--- config.mk ---
export PLATFORM = sky130hd
export DESIGN_NAME = tkfc_front
export DESIGN_NICKNAME = d
export VERILOG_FILES = /design/src/rtl/tkfc_pkg.sv /design/src/rtl/tkfc_front.sv
export SDC_FILE = /design/constraint.sdc
export NUM_CORES = 1
export LEC_CHECK = 0
export BUFFER_PORTS_ARGS = -buffer_cell sky130_fd_sc_hd__buf_2
export CAP_MARGIN = 0
export CORE_MARGIN = 2
export CORE_UTILIZATION = 36
export DETAILED_ROUTE_END_ITERATION = 10
export PLACE_DENSITY_LB_ADDON = 0.25
export SLEW_MARGIN = 10
export SYNTH_ARGS = -nofsm -noshare
export SYNTH_HDL_FRONTEND = slang
export SYNTH_SLANG_ARGS = --single-unit
--- constraint.sdc ---
create_clock -name clk_i -period 9.3 [get_ports clk_i]
set_input_delay 2.325 -clock clk_i [delete_from_list [all_inputs] [get_ports clk_i]]
set_output_delay 2.325 -clock clk_i [all_outputs]
set_load 0.1 [all_outputs]
--- src/rtl/tkfc_pkg.sv ---
package tkfc_pkg;

  localparam int unsigned BLOCK   = 4096;
  localparam int unsigned MAX_TOP = 64;
  localparam int unsigned ID_W    = 32;
  localparam int unsigned CNT_W   = 13;
  localparam int unsigned ADDR_W  = 12;
  localparam int unsigned FILL_W  = 13;
  localparam int unsigned POS_W   = 14;
  localparam int unsigned K_W     = 7;
  localparam int unsigned LIST_N  = MAX_TOP + 1;
  localparam int unsigned LIST_W  = 7;
  localparam int unsigned RANK_W  = 6;

  localparam logic [K_W-1:0]   TOPK_RESET = K_W'(10);
  localparam logic [CNT_W-1:0] COUNT_MAX  = '1;

  // one classified item passed from front to back
  typedef struct packed {
    logic [ID_W-1:0]   id;
    logic [ADDR_W-1:0] addr;
    logic              store;
    logic              last;
    logic              ovf;
    logic [FILL_W-1:0] n;
  } item_t;

  typedef enum logic [3:0] {
    ST_LOAD,
    ST_SEG,
    ST_MRD,
    ST_MWR,
    ST_CSTART,
    ST_CRD,
    ST_CCMP,
    ST_CFIN,
    ST_EMIT
  } state_e;

endpackage

--- src/rtl/tkfc_front.sv ---
module tkfc_front (
  input  logic                clk_i,
  input  logic                rst_ni,
  input  logic [31:0]         candidate_id_i,
  input  logic                block_end_i,
  input  logic                in_valid_i,
  output logic                in_stall_o,
  output tkfc_pkg::item_t     item_o,
  output logic                item_valid_o,
  input  logic                item_pop_i
);
  import tkfc_pkg::*;

  logic [FILL_W-1:0] fill_q, fill_d;
  logic              ovf_q, ovf_d;
  item_t             fifo_q [2];
  logic              wp_q, rp_q;
  logic [1:0]        cnt_q;
  logic              push, st;
  item_t             cls;

  assign in_stall_o   = (cnt_q == 2'd2);
  assign push         = in_valid_i && !in_stall_o;
  assign item_valid_o = (cnt_q != 2'd0);
  assign item_o       = fifo_q[rp_q];

  // classify: slot in the store, or dropped past BLOCK
  always_comb begin
    st        = (fill_q < FILL_W'(BLOCK));
    cls.id    = candidate_id_i;
    cls.addr  = fill_q[ADDR_W-1:0];
    cls.store = st;
    cls.last  = block_end_i;
    cls.ovf   = ovf_q | !st;
    cls.n     = st ? fill_q + FILL_W'(1) : fill_q;
    fill_d    = fill_q;
    ovf_d     = ovf_q;
    if (push) begin
      if (block_end_i) begin
        fill_d = '0;
        ovf_d  = 1'b0;
      end else begin
        fill_d = cls.n;
        ovf_d  = cls.ovf;
      end
    end
  end

  always_ff @(posedge clk_i or negedge rst_ni) begin
    if (!rst_ni) begin
      fill_q <= '0;
      ovf_q  <= 1'b0;
      wp_q   <= 1'b0;
      rp_q   <= 1'b0;
      cnt_q  <= '0;
    end else begin
      fill_q <= fill_d;
      ovf_q  <= ovf_d;
      if (push) wp_q <= !wp_q;
      if (item_pop_i) rp_q <= !rp_q;
      cnt_q <= cnt_q + 2'(push) - 2'(item_pop_i);
    end
  end

  always_ff @(posedge clk_i) begin
    if (push) fifo_q[wp_q] <= cls;
  end

endmodule

==> out/results.ini, run 1 <==
[die]
core_sq_mm = 0.0146
rows = 44
dieArea_sq_mm = 0.0160
die-height_um = 127
start_util_pct = 37.1
pin_count = 99
die_w_um = 127

[worst_setup_path]
crit_buf_inv = 2
critPathLaunchType = register
max_stage_delay_ns = 0.81
required_ns = 6.98
path_cells = buf_4, mux2_2, buf_2
path_max_fanout = 33
cp_data_arrival_time_ns = 2.49
crit_family = buffers and inverters
slowest_stage = dfrtp_2
end_kind = primary output
crit_type = register to primary output

[flow_run]
cap_violations = 0

[yosys]
synth_area_leader_cell = edfxtp_1
synth_area_leaders = edfxtp_1 (67%), mux2_2 (13%), dfrtp_1 (8.3%)
yosys.cell_count.top_type = edfxtp_1
synthArstFlopShare_pct = 13.0
synth_nets = 346
synth.distinct_cells = 35
ys_warn_count = 0
syn_inst = 306
ys_top_cells_by_count = edfxtp_1 (120), mux2_2 (61), dfrtp_1 (18), nand2_1 (13), xnor2_1 (11)
synth_top_area_share_pct = 66.6
synth-edff-count = 120
syn_area_per_cell_sq_um = 17.7
yosysSeqAreaShare_pct = 74.9
ys_ff_latch = 138
synth_area_sq_mm = 0.00541
synthFlopType = edfxtp_1

[grt]
grt_pass1_wl_um = 15300
grt_max_degree = 53
track_usage_pct = 12.8
groute.layer.met3.usage_pct = 5.23
grt_use_met2_pct = 18.0
met1_usage_pct = 17.9
antenna_found_initial = 0
grt-ovfl-total = 0
grt_pass1_vias = 2841
grt_busiest_layer = met2

[final_layout]
syn_to_final_growth_pct = 22.5
antenna_cells = 0
layout.nets = 453
drive_gt1_share_pct = 45.5
fill_cells = 1306

[clocking]
clk_pin_slew_worst_paths_ns = 0.05
cts_tree = built
clockBufferDepth = 2
ctsHoldBuffers = 0
cts_sinks = 138
root_buffer = clkbuf_16
cts-resized-gates = 0
numCtsBuffers = 17
postCtsSetupBuffers = 0
clk_latency_ns = 0.41
htree_levels = 4

[drt]
routedWlPerCell_um = 16.1
drtIter0Drc = 252
vias = 2931
detail_route.first_pass.iterations = 4
drc = 0
routed_wl_um = 9850
viasPerCell = 4.80
final_antenna_net_count = 0

[hold_path]
hold_class = register to register

[sta]
fin_crit_sh_pct = 51.8
worst_slack_ns = 4.48
rsz0062_at_grt = no
fin_crit_ns = 4.82
slew_violations = 0
skew_ns = 0.0121
setup_tns_ns = 0
slew_headroom_pct = 51.9
final-setup-viol-count = 0
hold_viol = 0
max_freq_ghz = 0.207
worst_slew_pin_slew_ns = 0.722

[place]
hpwlAfterDp_um = 6230
preCtsSetupSlack_ns = 4.66
io_buffers = 98
gp_congestion = 0.764

[outcome]
status = finished clean

## cells in the final DEF, fill, tap and decap left out, drive strengths merged, types with 2 or more instances in the layout
cell / synthesis / final
inv: 8 / 8
and3: 2 / 2
ha: 3 / 3
o21ai: 9 / 9
nor2: 9 / 9
xor2: 4 / 4
or4: 4 / 4
nand4: 2 / 2
dfrtp: 18 / 18
edfxtp: 120 / 120
a22o: 2 / 2
or2: 2 / 2
a31oi: 2 / 2
buf: 4 / 101
mux2: 61 / 61
o31ai: 4 / 4
clkbuf: 9 / 18
a21oi: 2 / 2
o311ai: 3 / 3
clkinv: 0 / 12
nand2: 14 / 14
xnor2: 11 / 11
nand3: 4 / 4
## layout make-up
type                            instances  area, sq um  share of cell area [%]
Timing Repair Buffer                  101          513                    7.74
Tap cell                              184          230                    3.47
Inverter                                8         30.0                   0.453
Sequential cell                       138         4060                    61.2
Clock inverter                         14         87.6                    1.32
Clock buffer                           18          429                    6.48
Multi-Input combinational cell        147         1280                    19.3
## path summary, 6_finish.rpt
kind | startpoint | to | slack [ns] | cells past startpoint
worst max-delay path | rp_q$_DFFE_PN0P_ | item_o[27] | 4.48 | 3
worst min-delay path | cnt_q[1]$_DFF_PN0_ | cnt_q[1]$_DFF_PN0_ | 0.49 | 1
min in group asynchronous | rst_ni | fill_q[8]$_DFFE_PN0P_ | 1.85 | 1
max in group asynchronous | rst_ni | rp_q$_DFFE_PN0P_ | 7.12 | 1
worst max register to register | cnt_q[1]$_DFF_PN0_ | fifo_q[0][28]$_DFFE_PP_ | 6.56 | 5
worst min register to register | cnt_q[1]$_DFF_PN0_ | cnt_q[1]$_DFF_PN0_ | 0.49 | 1
## stage by stage
| stage | area [sq um] | hold slack [ns] | util (%) | std cells |
|---|---|---|---|---|
| finish | 6630 | 0.495 | 45.4 | 610 |
| global route | 6630 | 0.508 | 45.4 | 610 |
| CTS | 6630 | 0.500 | 45.4 | 610 |
| detailed placement | 6110 | 0.487 | 41.9 | 578 |
| global placement | 6110 | 0.482 | 41.9 | 578 |
| floorplan | 5410 | 0.437 | - | 306 |
## logic make-up (layout without fill, tap and decap cells)
family                     count (synthesis)  in the layout  share of synthesized area [%]
DFF                                      138            138                           74.9
and+or+nand+nor                           44             44                           4.65
AOI/OAI and AO/OA                         24             24                           2.91
buffers and inverters                     21            141                           1.67
xor gates and xnor gates                  15             15                           2.43
muxes                                     61             61                           12.7
adders and majority gates                  3              3                          0.694
## state kept, by name, summed over array words and instances (netlist names)
register,cells
fifo_q,120
wp_q,1
fill_q,13
rp_q,1
cnt_q,2
ovf_q,1
## metal layers
| layer | part of all wire (%) | vias to the layer above |
|---|---|---|
| met5 | 0 | - |
| met4 | 1.2 | 0 |
| met3 | 7.2 | 10 |
| met2 | 44 | 109 |
| met1 | 48 | 1429 |
| li1 | - | 1383 |
Power of run 1 is left out: the tool's default activity adds up to more than one toggle a clock period on the data nets, which glitch-free logic cannot reach.
==> run 2, diff against run 1 <==
- clock period: 9.3 -> 4.02 ns (I/O delays scaled with it)
==> run 2 against run 1 <==
Against the previous run:
- critical path depth did not move
- worst hold slack improved by 0.022 ns
- core utilization rose by 0.38 points
- setup slack got worse by 3.3 ns
- cell count rose by 0.49%
- routed wire length rose by 0.10%
- register-to-register slack got worse by 4.8 ns
- final area rose by 0.83%
- via count barely moved
- largest cell class unchanged
==> out/results.ini, run 2 (synthesized netlist as in run 1, its figures left out) <==
[grt]
grt_pass1_vias = 2847
track_usage_pct = 12.7
grt_max_degree = 45
grt-ovfl-total = 0
grt_pass1_wl_um = 15400
antenna_found_initial = 0

[place]
hpwlAfterDp_um = 6310
io_buffers = 98
placed_area_sq_mm = 0.00613
gp_congestion = 0.738

[worst_setup_path]
timing.critical_path.to = item_o[35]
slowest_stage = mux2_2
path_depth = 3
reg2reg_depth = 5
crit_type = register to primary output
timing.rr.start = cnt_q[1]$_DFF_PN0_
cp_data_arrival_time_ns = 1.86
path_cells = buf_4, mux2_2, buf_2
max_stage_delay_ns = 0.40
r2r_slack_ns = 1.77
critPathLaunchType = register
path_max_fanout = 30
r2r_end = fifo_q[0][31]$_DFFE_PP_
required_ns = 3.01
cp-startpoint = rp_q$_DFFE_PN0P_
end_kind = primary output
crit_family = buffers and inverters
crit_buf_inv = 2

[clocking]
clk_latency_ns = 0.41
root_buffer = clkbuf_16
htree_levels = 4
ctsHoldBuffers = 0
postCtsSetupBuffers = 0
cts-resized-gates = 0
numCtsBuffers = 17
cts_tree = built
clk_pin_slew_worst_paths_ns = 0.05
clockBufferDepth = 2
cts_sinks = 138

[hold_path]
hold_class = register to register
min_delay_path_depth = 1
hold_start = cnt_q[1]$_DFF_PN0_

[drt]
drtIter0Drc = 207
routed_wl_um = 9860
routedWlPerCell_um = 16.1
viasPerCell = 4.78
drc = 0
detail_route.first_pass.iterations = 4
final_antenna_net_count = 0
vias = 2930

[sta]
rsz0062_at_grt = no
slew_violations = 0
hold_viol = 0
worst_slew_pin_slew_ns = 0.627
fin_crit_sh_pct = 71.1
slew_headroom_pct = 58.2
fin_crit_ns = 2.86
skew_ns = 0.00642
final-setup-viol-count = 0
max_freq_ghz = 0.350

[die]
core_sq_mm = 0.0146
pin_count = 99
rows = 44
start_util_pct = 37.1
die-height_um = 127
dieArea_sq_mm = 0.0160
die_w_um = 127

[outcome]
status = finished clean

[final_layout]
fill_cells = 1283
layout_commonest_cell = edfxtp_1
layout.nets = 456
drive_gt1_share_pct = 45.9
final_cell_mix = edfxtp_1 (120), buf_2 (98), mux2_2 (61)
syn_to_final_growth_pct = 23.5
reg_top3 = fifo_q x120, fill_q x13, cnt_q x2
largest_reg_flops = 120
antenna_cells = 0
largest-register = fifo_q
finalInstanceArea_sq_mm = 0.00668

[flow_run]
cap_violations = 0

## run 2: cell count changes in the layout (fill, tap and decap cells not counted)
cell and change:
clkbuf_8 +4, buf_4 +3, clkinv_2 -3, clkinvlp_4 -1
clkinv_1 -7, clkbuf_1 +7
## run 2: routing by layer
layer	global-route usage, %	up-vias	share of wire, %
met2	18.6	96	45
met1	17.3	1429	46
met3	4.22	15	7.0
li1	-	1390	-
met5	0	-	0
met4	6.01	0	1.5
## run 2: worst min-delay path by stage
stage	endpoint	slack (ns)
finish	cnt_q[1]$_DFF_PN0_	0.52
global route	ovf_q$_DFFE_PN0P_	0.54
CTS	cnt_q[0]$_DFF_PN0_	0.52
detailed placement	cnt_q[0]$_DFF_PN0_	0.51
global placement	cnt_q[1]$_DFF_PN0_	0.48
floorplan	fifo_q[0][22]$_DFFE_PP_	0.44
## run 2: area by class of cell
class	count	area [sq um]	area share, %
timing repair buffer	104	536	8.02
multi-input combinational	147	1280	19.2
sequential	138	4060	60.7
inverter	8	30.0	0.450
clock inverter	3	38.8	0.581
tap	184	230	3.45
clock buffer	29	510	7.64
## run 2: stage by stage
stage	setup TNS [ns]	util [%]	setup WS (ns)	instances	hold slack [ns]
after floorplan	-69.98	-	-0.583	306	0.437
after global placement	0	42.0	1.29	581	0.482
after detailed placement	0	42.0	1.21	581	0.506
after CTS	0	45.8	1.12	613	0.518
after global routing	0	45.8	1.07	613	0.538
final	0	45.8	1.16	613	0.517
Power of run 2 is left out for the same reason.
==> run 3, diff against run 2 <==
- ABC_AREA: default -> 1
- clock period: 4.02 -> 2.3 ns (I/O delays scaled with it)
==> run 3 against run 2 <==
Against the previous run:
- die area fell by 0.54%
- routed wire length is 1.7% higher
- register-to-register slack got worse by 1.4 ns
- core utilization up 2.0 points
- final area increased by 4.5%
- clock skew grew 0.0079 ns
- global-route usage is 0.44 points higher
- non-clock buffer count is 2 higher
- via count increased by 2.6%
==> out/results.ini, run 3 <==
[outcome]
status = finished clean

[die]
pin_count = 99
start_util_pct = 36.9
die-height_um = 126
dieArea_sq_mm = 0.0159
rows = 44
die_w_um = 126
core_sq_mm = 0.0146

[drt]
final_antenna_net_count = 0
viasPerCell = 4.65
routed_wl_um = 10000
vias = 3005
drc = 0
detail_route.first_pass.iterations = 4
routedWlPerCell_um = 15.5
drtIter0Drc = 174

[yosys]
syn_area_per_cell_sq_um = 16.2
synth_top_area_share_pct = 67.0
synth_area_leader_cell = edfxtp_1
yosysSeqAreaShare_pct = 75.4
synth.distinct_cells = 24
synth_nets = 373
ys_warn_count = 0
synth_area_sq_mm = 0.00538
ys_top_cells_by_count = edfxtp_1 (120), mux2_2 (60), nand2_1 (52), inv_1 (20), dfrtp_1 (18)
synth-edff-count = 120
yosys.cell_count.top_type = edfxtp_1
synthArstFlopShare_pct = 13.0
syn_inst = 333
ys_ff_latch = 138
synth_area_leaders = edfxtp_1 (67%), mux2_2 (13%), dfrtp_1 (8.4%)
synthFlopType = edfxtp_1

[clocking]
cts_tree = built
clockBufferDepth = 2
ctsHoldBuffers = 0
clk_latency_ns = 0.42
clk_pin_slew_worst_paths_ns = 0.06
htree_levels = 4
root_buffer = clkbuf_16
numCtsBuffers = 17
cts_sinks = 138

[grt]
antenna_found_initial = 0
grt_max_degree = 37
grt-ovfl-total = 0
grt_pass1_vias = 3057
grt_pass1_wl_um = 15800
track_usage_pct = 13.2

[worst_setup_path]
required_ns = 1.73
path_cells = buf_12, mux2_2, buf_4
path_max_fanout = 34
end_kind = primary output
crit_buf_inv = 2
timing.rr.start = cnt_q[0]$_DFF_PN0_
cp_data_arrival_time_ns = 1.66
max_stage_delay_ns = 0.41
cp-startpoint = rp_q$_DFFE_PN0P_
slowest_stage = dfrtp_2
crit_family = buffers and inverters
crit_type = register to primary output
critPathLaunchType = register

[final_layout]
drive_gt1_share_pct = 45.0
layout.nets = 489
reg_top3 = fifo_q x120, fill_q x13, cnt_q x2
syn_to_final_growth_pct = 29.8
final_cell_mix = edfxtp_1 (120), mux2_2 (60), nand2_1 (52)
antenna_cells = 0
largest_reg_flops = 120
largest-register = fifo_q
layout_commonest_cell = edfxtp_1

[sta]
slew_violations = 0
worst_slew_pin_slew_ns = 0.676
fin_crit_ns = 2.24
max_freq_ghz = 0.447
rsz0062_at_grt = no
fin_crit_sh_pct = 97.4
hold_viol = 0
slew_headroom_pct = 54.9
setup_tns_ns = 0
skew_ns = 0.0143
final-setup-viol-count = 0

[place]
gp_congestion = 0.781
io_buffers = 98
hpwlAfterDp_um = 6650

[flow_run]
cap_violations = 0

[hold_path]
hold_class = input port to asynchronous set/reset pin

==> run 3: changes by cell type after synthesis, moves of 3 or more <==
cell,change
inv_1,+12
nand3_1,+7
o31ai_1,-4
o311ai_1,-3
clkbuf_1,-9
nand2_1,+39
buf_2,+6
xnor2_1,-9
or4_1,-4
o21ai_0,-3
==> run 3: worst reg2reg max path, stage by stage (launching register included) <==
cell	delay [ns]
dfrtp_1	0.42
o21ai_2	0.57
ha_1	0.35
inv_1	0.05
ha_1	0.14
xnor2_1	0.14
xor2_1	0.16
==> run 3: metal layers <==
| metal | part of all wire (%) | global-route usage [%] | vias to the layer above |
|---|---|---|---|
| li1 | - | - | 1437 |
| met1 | 46 | 16.9 | 1466 |
| met2 | 46 | 19.9 | 88 |
| met3 | 6.1 | 5.01 | 14 |
| met4 | 1.6 | 6.14 | 0 |
| met5 | 0 | 0 | - |
==> run 3: path summary, 6_finish.rpt <==
| check | depth (start not counted) | end | slack [ns] |
|---|---|---|---|
| min reg2reg | 0 | fifo_q[0][23]$_DFFE_PP_ | 0.53 |
| max | 3 | item_o[32] | 0.06 |
| min in group clk_i | 1 | fifo_q[0][53]$_DFFE_PP_ | 0.35 |
| max reg2reg | 6 | cnt_q[1]$_DFF_PN0_ | 0.38 |
| max in group asynchronous | 1 | rp_q$_DFFE_PN0P_ | 1.84 |
| min | 1 | ovf_q$_DFFE_PN0P_ | 0.11 |
==> run 3: logic make-up after synthesis <==
kind of cell	share of synthesized area [%]
flops	75.4
simple gates	6.68
mux	12.6
buf+inv	2.37
compound gates	1.19
xor+xnor	1.14
fa+ha+maj	0.698
==> run 3: what timing repair did <==
| action | in CTS | in global routing |
|---|---|---|
| endpoints found under the setup margin | 51 | 22 |
| setup buffers | 0 | 0 |
| resized for setup | 52 | 31 |
==> run 3: through the flow <==
step | hold slack, ns | util [%] | std cells | area, sq um | worst slack [ns]
after floorplan | 0.279 | - | 333 | 5390 | 0.0556
after global placement | 0.519 | 42.4 | 614 | 6180 | 0.413
after detailed placement | 0.521 | 42.4 | 614 | 6180 | 0.361
after CTS | 0.0963 | 47.3 | 646 | 6910 | 0.000931
after global routing | 0.120 | 47.8 | 646 | 6980 | 0.000107
final | 0.105 | 47.8 | 646 | 6980 | 0.0606
==> run 3: layout make-up <==
class	count	area (sq um)
clock buffers	20	447
clock inverters	12	149
fillers	1280	7610
inverters	22	82.6
multi-input cells	164	1210
flip-flops and latches	138	4060
well taps	184	230
repair buffers	106	803
Power of run 3 is left out for the same reason.
